`src/rtl/fva_pkg.sv`:
```
// Shared types, codes and the arctangent table for the force vector accumulator.
// No dependencies; imported by every module of the block.
package fva_pkg;

    localparam int FORCE_W        = 32;   // port width of force fields
    localparam int LEVEL_W        = 31;   // saturation level register
    localparam int HEADING_W      = 16;   // Q3.13 heading
    localparam int ANGLE_W        = 18;   // internal angle accumulator
    localparam int MUL_W          = 32;   // squaring multiplier operand
    localparam int STEP_IDX_W     = 5;    // covers up to 32 iterations
    localparam int DEF_CORDIC_STEPS    = 16;
    localparam int DEF_COMPONENT_WIDTH = 32;

    localparam logic signed [ANGLE_W-1:0] HEADING_PI = ANGLE_W'(25736);

    // input modes
    localparam logic [1:0] MODE_SET_X = 2'd0;
    localparam logic [1:0] MODE_ADD_X = 2'd1;
    localparam logic [1:0] MODE_SET_Y = 2'd2;
    localparam logic [1:0] MODE_ADD_Y = 2'd3;

    // squaring operand select
    localparam logic [1:0] SQ_X   = 2'd0;
    localparam logic [1:0] SQ_Y   = 2'd1;
    localparam logic [1:0] SQ_LIM = 2'd2;

    // accumulate operation on the registered product
    localparam logic [1:0] ACC_NONE = 2'd0;
    localparam logic [1:0] ACC_LOAD = 2'd1;
    localparam logic [1:0] ACC_ADD  = 2'd2;
    localparam logic [1:0] ACC_LIM  = 2'd3;

    typedef struct packed {
        logic                  load_in;
        logic                  prep;
        logic                  iter;
        logic [STEP_IDX_W-1:0] step;
        logic                  sq_en;
        logic [1:0]            sq_sel;
        logic [1:0]            acc_op;
        logic                  load_out;
    } fva_cmd_t;

    // atan(2^-i) in Q3.13, rounded
    function automatic logic signed [ANGLE_W-1:0] atan_entry(
        input logic [STEP_IDX_W-1:0] idx
    );
        logic signed [ANGLE_W-1:0] val;
        case (idx)
            5'd0:    val = ANGLE_W'(6434);
            5'd1:    val = ANGLE_W'(3798);
            5'd2:    val = ANGLE_W'(2007);
            5'd3:    val = ANGLE_W'(1019);
            5'd4:    val = ANGLE_W'(511);
            5'd5:    val = ANGLE_W'(256);
            5'd6:    val = ANGLE_W'(128);
            5'd7:    val = ANGLE_W'(64);
            5'd8:    val = ANGLE_W'(32);
            5'd9:    val = ANGLE_W'(16);
            5'd10:   val = ANGLE_W'(8);
            5'd11:   val = ANGLE_W'(4);
            5'd12:   val = ANGLE_W'(2);
            5'd13:   val = ANGLE_W'(1);
            default: val = '0;
        endcase
        return val;
    endfunction

endpackage

```
`src/rtl/fva_ctrl.sv`:
```
// Sequencer for the force vector accumulator: handshakes, CORDIC step count,
// squaring schedule and output register valid. Depends on fva_pkg.
module fva_ctrl import fva_pkg::*; #(
    parameter int CORDIC_STEPS = DEF_CORDIC_STEPS
) (
    input  logic     aclk,
    input  logic     aresetn,
    input  logic     s_valid,
    output logic     s_ready,
    output logic     m_valid,
    input  logic     m_ready,
    output fva_cmd_t cmd
);

    localparam int STEP_W = $clog2(CORDIC_STEPS);
    localparam logic [STEP_W-1:0] LAST_STEP = STEP_W'(CORDIC_STEPS - 1);

    localparam logic [1:0] ST_IDLE   = 2'd0;
    localparam logic [1:0] ST_PREP   = 2'd1;
    localparam logic [1:0] ST_ITER   = 2'd2;
    localparam logic [1:0] ST_FINISH = 2'd3;

    logic [1:0]        state_reg, state_next;
    logic [STEP_W-1:0] step_reg, step_next;
    logic              m_valid_reg, m_valid_next;
    logic [STEP_IDX_W-1:0] step_idx;

    assign s_ready  = (state_reg == ST_IDLE);
    assign m_valid  = m_valid_reg;
    assign step_idx = STEP_IDX_W'(step_reg);

    always_comb begin
        state_next   = state_reg;
        step_next    = step_reg;
        m_valid_next = m_valid_reg;
        cmd          = '0;
        cmd.step     = step_idx;

        if (m_valid_reg && m_ready) begin
            m_valid_next = 1'b0;
        end

        case (state_reg)
            ST_IDLE: begin
                if (s_valid) begin
                    cmd.load_in = 1'b1;
                    state_next  = ST_PREP;
                end
            end
            ST_PREP: begin
                cmd.prep   = 1'b1;
                step_next  = '0;
                state_next = ST_ITER;
            end
            ST_ITER: begin
                cmd.iter = 1'b1;
                // squares run beside the first iterations
                case (step_idx)
                    5'd0: begin
                        cmd.sq_en  = 1'b1;
                        cmd.sq_sel = SQ_X;
                    end
                    5'd1: begin
                        cmd.sq_en  = 1'b1;
                        cmd.sq_sel = SQ_Y;
                        cmd.acc_op = ACC_LOAD;
                    end
                    5'd2: begin
                        cmd.sq_en  = 1'b1;
                        cmd.sq_sel = SQ_LIM;
                        cmd.acc_op = ACC_ADD;
                    end
                    5'd3: begin
                        cmd.acc_op = ACC_LIM;
                    end
                    default: begin
                        cmd.acc_op = ACC_NONE;
                    end
                endcase
                if (step_reg == LAST_STEP) begin
                    state_next = ST_FINISH;
                end else begin
                    step_next = step_reg + 1'b1;
                end
            end
            ST_FINISH: begin
                if (!m_valid_reg || m_ready) begin
                    cmd.load_out = 1'b1;
                    m_valid_next = 1'b1;
                    state_next   = ST_IDLE;
                end
            end
            default: begin
                state_next = ST_IDLE;
            end
        endcase
    end

    always_ff @(posedge aclk) begin
        if (!aresetn) begin
            state_reg   <= ST_IDLE;
            step_reg    <= '0;
            m_valid_reg <= 1'b0;
        end else begin
            state_reg   <= state_next;
            step_reg    <= step_next;
            m_valid_reg <= m_valid_next;
        end
    end

endmodule

```
`src/rtl/fva_datapath.sv`:
```
// Datapath: component registers with saturating update, shared squaring
// multiplier, CORDIC vectoring unit and result register. Depends on fva_pkg.
module fva_datapath import fva_pkg::*; #(
    parameter int COMPONENT_WIDTH = DEF_COMPONENT_WIDTH
) (
    input  logic                        aclk,
    input  logic                        aresetn,
    input  fva_cmd_t                    cmd,
    input  logic [1:0]                  s_mode,
    input  logic signed [FORCE_W-1:0]   s_value,
    input  logic                        cfg_we,
    input  logic [LEVEL_W-1:0]          cfg_data,
    output logic signed [FORCE_W-1:0]   m_force_x,
    output logic signed [FORCE_W-1:0]   m_force_y,
    output logic signed [HEADING_W-1:0] m_heading,
    output logic                        m_is_saturated
);

    localparam int CW  = COMPONENT_WIDTH;
    localparam int SW  = FORCE_W + 1;     // update sum width
    localparam int CXW = CW + 3;          // CORDIC x/y width, covers gain
    localparam int PW  = 2 * MUL_W;
    localparam int LW  = 2 * LEVEL_W;

    localparam logic signed [SW-1:0] COMP_HI = SW'((64'sd1 <<< (CW - 1)) - 64'sd1);
    localparam logic signed [SW-1:0] COMP_LO = -COMP_HI - SW'(1);

    logic signed [CW-1:0]      x_comp_reg, y_comp_reg;
    logic [LEVEL_W-1:0]        level_reg;
    logic signed [CXW-1:0]     cx_reg, cy_reg;
    logic signed [ANGLE_W-1:0] cz_reg;
    logic                      zero_reg;
    logic [PW-1:0]             prod_reg;
    logic [PW-1:0]             sumsq_reg;
    logic [LW-1:0]             lim2_reg;

    logic signed [FORCE_W-1:0]   out_x_reg, out_y_reg;
    logic signed [HEADING_W-1:0] out_h_reg;
    logic                        out_sat_reg;

    // component update
    logic signed [SW-1:0] upd_base, upd_sum, upd_clamped;
    logic                 upd_is_y;

    always_comb begin
        upd_is_y = (s_mode == MODE_SET_Y) || (s_mode == MODE_ADD_Y);
        case (s_mode)
            MODE_ADD_X: upd_base = SW'(x_comp_reg);
            MODE_ADD_Y: upd_base = SW'(y_comp_reg);
            default:    upd_base = '0;
        endcase
        upd_sum = upd_base + SW'(s_value);
        if (upd_sum > COMP_HI) begin
            upd_clamped = COMP_HI;
        end else if (upd_sum < COMP_LO) begin
            upd_clamped = COMP_LO;
        end else begin
            upd_clamped = upd_sum;
        end
    end

    // magnitudes for squaring
    logic signed [CW:0] x_ext, y_ext, x_abs, y_abs;
    logic [MUL_W-1:0]   sq_opnd;

    always_comb begin
        x_ext = (CW + 1)'(x_comp_reg);
        y_ext = (CW + 1)'(y_comp_reg);
        x_abs = x_comp_reg[CW-1] ? -x_ext : x_ext;
        y_abs = y_comp_reg[CW-1] ? -y_ext : y_ext;
        case (cmd.sq_sel)
            SQ_X:    sq_opnd = MUL_W'(x_abs[CW-1:0]);
            SQ_Y:    sq_opnd = MUL_W'(y_abs[CW-1:0]);
            SQ_LIM:  sq_opnd = MUL_W'(level_reg);
            default: sq_opnd = '0;
        endcase
    end

    // CORDIC step
    logic signed [CXW-1:0]     cx_shift, cy_shift;
    logic signed [ANGLE_W-1:0] angle;
    logic signed [CXW-1:0]     cx_init, cy_init;

    always_comb begin
        cx_shift = cx_reg >>> cmd.step;
        cy_shift = cy_reg >>> cmd.step;
        angle    = atan_entry(cmd.step);
        cx_init  = CXW'(x_comp_reg);
        cy_init  = CXW'(y_comp_reg);
    end

    // clamped heading
    logic signed [ANGLE_W-1:0] z_clamped;

    always_comb begin
        if (cz_reg > HEADING_PI) begin
            z_clamped = HEADING_PI;
        end else if (cz_reg < -HEADING_PI) begin
            z_clamped = -HEADING_PI;
        end else begin
            z_clamped = cz_reg;
        end
    end

    always_ff @(posedge aclk) begin
        if (!aresetn) begin
            x_comp_reg <= '0;
            y_comp_reg <= '0;
            level_reg  <= '0;
        end else begin
            if (cfg_we) begin
                level_reg <= cfg_data;
            end
            if (cmd.load_in) begin
                if (upd_is_y) begin
                    y_comp_reg <= upd_clamped[CW-1:0];
                end else begin
                    x_comp_reg <= upd_clamped[CW-1:0];
                end
            end
        end
    end

    always_ff @(posedge aclk) begin
        if (cmd.prep) begin
            zero_reg <= (x_comp_reg == '0) && (y_comp_reg == '0);
            if (x_comp_reg[CW-1]) begin
                cx_reg <= -cx_init;
                cy_reg <= -cy_init;
                cz_reg <= y_comp_reg[CW-1] ? -HEADING_PI : HEADING_PI;
            end else begin
                cx_reg <= cx_init;
                cy_reg <= cy_init;
                cz_reg <= '0;
            end
        end else if (cmd.iter) begin
            if (cy_reg[CXW-1]) begin
                cx_reg <= cx_reg - cy_shift;
                cy_reg <= cy_reg + cx_shift;
                cz_reg <= cz_reg - angle;
            end else begin
                cx_reg <= cx_reg + cy_shift;
                cy_reg <= cy_reg - cx_shift;
                cz_reg <= cz_reg + angle;
            end
        end

        if (cmd.sq_en) begin
            prod_reg <= sq_opnd * sq_opnd;
        end
        case (cmd.acc_op)
            ACC_LOAD: sumsq_reg <= prod_reg;
            ACC_ADD:  sumsq_reg <= sumsq_reg + prod_reg;
            ACC_LIM:  lim2_reg  <= prod_reg[LW-1:0];
            default:  sumsq_reg <= sumsq_reg;
        endcase

        if (cmd.load_out) begin
            out_x_reg   <= FORCE_W'(x_comp_reg);
            out_y_reg   <= FORCE_W'(y_comp_reg);
            out_h_reg   <= zero_reg ? '0 : z_clamped[HEADING_W-1:0];
            out_sat_reg <= (sumsq_reg >= PW'(lim2_reg));
        end
    end

    assign m_force_x      = out_x_reg;
    assign m_force_y      = out_y_reg;
    assign m_heading      = out_h_reg;
    assign m_is_saturated = out_sat_reg;

endmodule

```
`src/rtl/force_vector_accumulator_unit.sv`:
```
// Top level of the force vector accumulator: sequencer plus datapath.
// Depends on fva_pkg, fva_ctrl and fva_datapath.
//
// Keeps a 2-D force vector in signed Q16.16. Each item sets or adds to X or
// Y (saturating at the component limits) and yields one result with both
// components, the heading atan2(y,x) in Q3.13 radians (zero for the zero
// vector) and a flag that is set when x*x + y*y >= saturation_level^2.
// From acceptance until the next item can be accepted, an item passes
// through an accept state, a pre-rotation state, one CORDIC iteration per
// step and a finish state that loads the result register. The squares for
// the flag go through a single 32x32 multiplier during the first CORDIC
// iterations. The result register lets the next item enter while a result
// still waits on m_ready; a result that is not yet taken when the next one
// is ready holds the block.
// cfg_data may be written at any idle time and takes effect on the next item.
module force_vector_accumulator_unit import fva_pkg::*; #(
    parameter int CORDIC_STEPS    = DEF_CORDIC_STEPS,
    parameter int COMPONENT_WIDTH = DEF_COMPONENT_WIDTH
) (
    input  logic                        aclk,
    input  logic                        aresetn,
    input  logic                        s_valid,
    output logic                        s_ready,
    input  logic [1:0]                  s_mode,
    input  logic signed [FORCE_W-1:0]   s_value,
    output logic                        m_valid,
    input  logic                        m_ready,
    output logic signed [FORCE_W-1:0]   m_force_x,
    output logic signed [FORCE_W-1:0]   m_force_y,
    output logic signed [HEADING_W-1:0] m_heading,
    output logic                        m_is_saturated,
    input  logic                        cfg_valid,
    output logic                        cfg_ready,
    input  logic [LEVEL_W-1:0]          cfg_data
);

    fva_cmd_t cmd;

    assign cfg_ready = 1'b1;

    fva_ctrl #(
        .CORDIC_STEPS(CORDIC_STEPS)
    ) u_ctrl (
        .aclk    (aclk),
        .aresetn (aresetn),
        .s_valid (s_valid),
        .s_ready (s_ready),
        .m_valid (m_valid),
        .m_ready (m_ready),
        .cmd     (cmd)
    );

    fva_datapath #(
        .COMPONENT_WIDTH(COMPONENT_WIDTH)
    ) u_datapath (
        .aclk           (aclk),
        .aresetn        (aresetn),
        .cmd            (cmd),
        .s_mode         (s_mode),
        .s_value        (s_value),
        .cfg_we         (cfg_valid & cfg_ready),
        .cfg_data       (cfg_data),
        .m_force_x      (m_force_x),
        .m_force_y      (m_force_y),
        .m_heading      (m_heading),
        .m_is_saturated (m_is_saturated)
    );

endmodule
```
`config.mk`:
```
export PLATFORM = sky130hd
export DESIGN_NAME = force_vector_accumulator_unit
export DESIGN_NICKNAME = d
export VERILOG_FILES = /design/src/rtl/fva_pkg.sv /design/src/rtl/fva_ctrl.sv /design/src/rtl/fva_datapath.sv /design/src/rtl/force_vector_accumulator_unit.sv
export SDC_FILE = /design/constraint.sdc
export NUM_CORES = 2
export LEC_CHECK = 0
export BUFFER_PORTS_ARGS = -buffer_cell sky130_fd_sc_hd__buf_4
export CORE_MARGIN = 5
export CORE_UTILIZATION = 30
export CTS_CLUSTER_DIAMETER = 100
export DETAILED_ROUTE_END_ITERATION = 8
export HOLD_SLACK_MARGIN = 0.08
export PLACE_DENSITY = 0.43
export SYNTH_ARGS = -nofsm -noshare
export SYNTH_HDL_FRONTEND = slang
export SYNTH_HIERARCHICAL = 1
export SYNTH_SLANG_ARGS = --single-unit
```
`constraint.sdc`:
```
create_clock -name aclk -period 21.3 [get_ports aclk]
set_clock_uncertainty 0.05 [all_clocks]
set_input_delay 2.13 -clock aclk [delete_from_list [all_inputs] [get_ports aclk]]
set_output_delay 2.13 -clock aclk [all_outputs]
set_load 0.01 [all_outputs]
```
======== Word-level counts from Yosys, hierarchy flattened ========
Memories as Yosys holds them, arrays and structs flattened. A register that Yosys moved wholly into a read port is not among the register bits.
Cells that the tools add are included.
word-level totals
  flip-flop bits (word level) ............. 462
  bits in read-only memories .............. 208
  input bits .............................. 70
  output and inout port bits .............. 84
  logic and storage cells ................. 122
  memories ................................ 1
memories
  memory            words  width  read ports  clocked after memory_dff  write ports  RTL line       RTL
  (name not given)  16     13     1           1                         0            fva_pkg.sv:49  case (idx)
operators by class
  $add $sub $neg .......................... 13
  multipliers ............................. 1
  $lt $le $gt $ge ......................... 5
  eq/ne operators ......................... 19
  shift-type cells ........................ 2
  muxes and demuxes ....................... 42
  bitwise operators ....................... 1
  reductions and logical operators ........ 19
operators by type and width
  operator                                                         number
  2-to-1 mux 35 bit                                                8
  2-to-1 mux 32 bit                                                4
  one-hot mux 64 bit (2 select lines)                              1
  one-hot mux 32 bit (3 select lines)                              1
  2-to-1 mux 18 bit                                                5
  adder 35 bit                                                     2
  negation 32 -> 35 bit                                            2
  >>> shifter 35 x 4 -> 35 bit                                     2
  subtractor 35 bit                                                2
  one-hot mux 33 bit (2 select lines)                              1
  adder 64 bit                                                     1
  >= comparator 64 x 62 -> 1 bit                                   1
  logical NOT 32 bit                                               2
  multiplier 32 x 32 -> 64 bit                                     1
  negation 32 bit                                                  2
  adder 33 x 32 -> 33 bit                                          1
  greater-than comparator 33 x 32 -> 1 bit, second input constant  1
  less-than comparator 33 x 32 -> 1 bit, second input constant     1
  adder 18 bit                                                     1
  greater-than comparator 18 x 16 -> 1 bit, second input constant  1
  less-than comparator 18 x 16 -> 1 bit, second input constant     1
  subtractor 18 bit                                                1
  2-to-1 mux 16 bit                                                1
  2-to-1 mux 15 bit                                                1
  other kinds (27)                                                 58

======== Longest topological paths before layout ========
  depth after elaboration ................. 6
  gate-level depth with buffers ........... 46
  depth with buffers taken out ............ 44

======== Hierarchy ========
Netlist, hierarchy kept.
modules (own cells, without submodules)
  module                         instances  cells an instance  area each (um^2)  sequential area each (um^2)
  fva_datapath                   1          6,672              62,960.4          12,652.1
  fva_ctrl                       1          59                 513.0             140.1
  force_vector_accumulator_unit  1          2                  11.3              0.0

======== Least setup slack after synthesis ========
No wires, ideal clock.
  kind .................................... flip-flop to flip-flop
  from .................................... reg u_datapath.x_comp_reg[12]
  to ...................................... reg u_datapath.prod_reg[62], data pin
  library setup time ...................... 263 ps
  arrival ................................. 10,221 ps
  data required time ...................... 20,987 ps
  setup slack ............................. 10,766 ps
  stages on the path, launching flop included .. 41
  buffers on the path ..................... 1
  period minus slack after synthesis ...... 10,534 ps
  cell sequence ........................... dfxtp_1 > or4_4 > or4_1 > or2_1 > or3_4 > or4_4 > o31ai_2 > xnor2_1 > nor2_1 > a211o_1 > o21a_2 > inv_2 > clkbuf_1 > nand2_1 > fa_1 > inv_1 > fa_1 > fa_1 > [... 5 more ...] > fa_1 > inv_1 > fa_1 > inv_1 > ha_1 > a21o_1 > a21oi_1 > o21a_1 > o21ai_0 > nor3_1 > a21oi_1 > a41o_1 > o221a_2 > nand4_1 > nand4b_1 > a21o_1 > a311oi_1 > xnor2_1
between the ends
  word-level cells in the longest chain between the ends .. 4
ends and longest elaborated chain
  item                                   RTL line             RTL
  from (decl)                            fva_datapath.sv:28   logic signed [CW-1:0] x_comp_reg, y_comp_reg;
  from (signal assigned)                 fva_datapath.sv:118  x_comp_reg <= upd_clamped[CW-1:0];
  negation 32 bit                        fva_datapath.sv:69   x_abs = x_comp_reg[CW-1] ? -x_ext : x_ext;
  2-to-1 mux 32 bit *                    fva_datapath.sv:69
  one-hot mux 32 bit (3 select lines) *  fva_datapath.sv:71   case (cmd.sq_sel)
  multiplier 32 x 32 -> 64 bit *         fva_datapath.sv:149  prod_reg <= sq_opnd * sq_opnd;
  to (signal assigned)                   fva_datapath.sv:149
  to (decl)                              fva_datapath.sv:33   logic [PW-1:0] prod_reg;
Mark *: on every way between the ends. The rest lies on a longest branch, timed or not.
A chain may end at the register's enable or synchronous reset.

==> flow_summary_export.csv <==
group,metric,value,unit
clock_tree,root_buffer,"clkbuf_16",
global_route,grt_max_degree,70,
synthesis,yosys_warnings,6,
global_route,antenna_found_initial,2,
synthesis,async_flop_share,0,%
synthesis,synthTopCellsByArea,"fa_1, edfxtp_1, ha_1",
global_route,track_usage,19.8,%
worst_hold_path,holdPathEnd,"u_datapath/lim2_reg[7]",
clock_tree,cts_hold_buf,0,
worst_hold_path,min_from,"u_datapath/prod_reg[7]",
pwr,switching_share,52.4,%
synthesis,synth-seq-cells,460,
setup_path,rr_worst_depth,38,
setup_path,critPathMaxFanout,41,
synthesis,syn-cell-area,63500,µm²
pwr,leakagePower,0.0323,µW
global_route,use_met3,2.79,%
setup_path,critPathArrivalTime,13.38,ns
layout,drive_gt1_share,8.91,%
timing,relSlewSlack,14.4,%
layout,final_common_cell,"inv_1",
timing,max_slew.worst_pin.slew,1.25,ns
pwr,clockPowerShare,9.9,%
clock_tree,h-tree-depth,2,
clock_tree,cts_setup_buffers,0,
synthesis,synth_cells,6733,
job,cap_violations,0,
timing,setup_ws,8.27,ns
pwr,p_int,4880,µW
setup_path,cp_slowest_cell,"clkinv_1",
layout,nets,8171,
synthesis,syn_avg_cell_area,9.43,µm²
timing,grt_setup_unrepaired,"no",
setup_path,critPathCaptureType,"register",
placed_design,place_ws,8.44,ns
status,run_status,"finished, final reports clean",
placed_design,port_buffers,152,
clock_tree,clkTransAtPathRegs,0.06,ns
pwr,ir_drop,0.0840,mV
timing,fmax,76.8,MHz
pwr,pwr-share-seq,16.9,%
synthesis,synth_edf_count,358,
drt,routedWlPerCell,23.1,µm
pwr,power_density,147,nW/µm²
synthesis,syn_nets,8152,
clock_tree,numCtsBuffers,58,
clock_tree,worstSkewPairLatency,0.74,ns
worst_hold_path,worstHoldPathType,"reg -> reg",
floorplan,row_count,168,
placed_design,place.gp.congestion,0.894,
drt,drt-total-wl,222000,µm
floorplan,dieArea,221000,µm²
synthesis,synth_ff_type,"edfxtp_1",
floorplan,start_util,30.2,%
setup_path,critPathKind,"reg -> reg",
timing,period_needed,13.03,ns
setup_path,r2r_start,"u_ctrl/state_reg[0]",
drt,drc,0,
timing,finalCritPeriodShare,61.2,%
setup_path,cp_data_required_time,21.65,ns
drt,drt_iter0_drc,3343,
pwr,power.net_switching,5370,µW
clock_tree,cts_tree,"built",
synthesis,ys_types,98,
drt,drt_pass1_iterations,5,
setup_path,crit_path_frequent_cell,"fa_1",
timing,setup_viol,0,
drt,avgViaCountPerCell,5.03,
worst_hold_path,whs_path_depth,0,
pwr,comb_power_share,73.2,%
synthesis,synth_largest_area_cell,"fa_1",
layout,nFillCells,21700,
setup_path,start_kind,"register",
clock_tree,ctsResizeCount,0,
timing,slew_viol_final,0,
layout,largest_register_ffs,64,
timing,hold_violations,0,
floorplan,io_pins,154,
global_route,busiest_layer,"met2",
global_route,use_met2,30.8,%
global_route,grt-ovfl-total,0,
clock_tree,cts_sinks,460,
timing,whs,0.448,ns
setup_path,r2r-end,"u_datapath/prod_reg[57]",
global_route,grt_pass1_vias,50300,
synthesis,seq_area_frac_synth,20.2,%
floorplan,die_x,470,µm
floorplan,die_y,470,µm
drt,vias,48300,
setup_path,r2r_slack,8.27,ns
clock_tree,cts_max_path_buffers,3,
placed_design,hpwl,176000,µm
layout,layout_common_cells,"inv_1, fa_1, nand2_1",
timing,finalSetupTns,0,ns
layout,areaGrowthSynthToFinish,9.92,%
floorplan,core_area,210000,µm²
global_route,grt_pass1_wl,334000,µm
global_route,gr-usage-met1,29.1,%
synthesis,synth.top_cell.area_share,25.2,%
drt,ant_nets,0,
setup_path,cpPeakStageDelay,1.01,ns
cells in the mapped netlist, types with 43 or more instances:
cell	instances
fa_1	798
xnor2_1	231
nor2_1	503
nor3_1	58
edfxtp_1	358
o21bai_1	50
dfxtp_1	102
o21a_1	43
mux4_2	87
nand2_1	626
nand2b_1	48
clkbuf_1	206
ha_1	551
a21o_1	143
nand3_1	70
o21ai_0	270
mux2i_1	148
a21oi_1	334
inv_1	1151
mux2_2	86
xor2_1	165
nor2b_1	107
worst max-delay path by stage:
stage | to | startpoint
after floorplan | u_datapath/prod_reg[62] | u_datapath/x_comp_reg[12]
final | u_datapath/prod_reg[57] | u_ctrl/state_reg[0]
after global routing | u_datapath/prod_reg[57] | u_ctrl/state_reg[0]
after CTS | u_datapath/prod_reg[57] | u_ctrl/state_reg[0]
after global placement | u_datapath/prod_reg[57] | u_ctrl/state_reg[0]
after detailed placement | u_datapath/prod_reg[57] | u_ctrl/state_reg[0]
worst max-delay path, delay by kind of cell (launching register included):
kind / cells / cell delay, ns
and+or+nand+nor: 7 / 1.97
AOI/OAI and AO/OA: 9 / 2.76
xor gates and xnor gates: 1 / 0.11
adders and majority gates: 10 / 4.71
buffers and inverters: 11 / 2.68
DFF: 1 / 0.36
routing by layer:
layer | share of wire, % | up-vias
met5 | 0 | -
met4 | 2.7 | 0
met3 | 5.3 | 254
met2 | 44 | 1278
met1 | 48 | 24500
li1 | - | 22300
power groups by stage:
stage | Combinational (µW) | Clock, µW | Sequential, µW
finish | 7510 | 1020 | 1730
global route | 8300 | 1090 | 1750
CTS | 7480 | 1060 | 1730
detailed placement | 7410 | 0 | 1740
global placement | 7410 | 0 | 1740
floorplan | 5130 | 0 | 1570
per-stage QoR:
| step | util (%) | total power, µW | instances | area [µm²] |
|---|---|---|---|---|
| final | 33.2 | 10300 | 9607 | 69800 |
| after global placement | 32.3 | 9160 | 9497 | 67800 |
| after CTS | 33.2 | 10300 | 9605 | 69800 |
| after floorplan | - | 6710 | 6733 | 63500 |
| after detailed placement | 32.3 | 9150 | 9497 | 67800 |
| after global routing | 33.2 | 11100 | 9606 | 69800 |
layout make-up:
class	instances	area [µm²]	area share [%]
flip-flops and latches	460	12800	18.3
repair buffers	234	1760	2.52
diodes	2	5.00	0.00717
well taps	2805	3510	5.03
clock buffers	71	1620	2.31
multi-input cells	4832	45400	65.0
clock inverters	37	344	0.493
inverters	1166	4380	6.27
logic make-up after synthesis:
group / synth area share, %
DFF: 20.2
AOI/OAI and AO/OA: 11.4
and+or+nand+nor: 11.4
xor gates and xnor gates: 5.46
buffers and inverters: 8.64
adders and majority gates: 36.0
other: 0.0118
muxes: 6.95
Note: power is estimated with default switching activity, not from simulation.
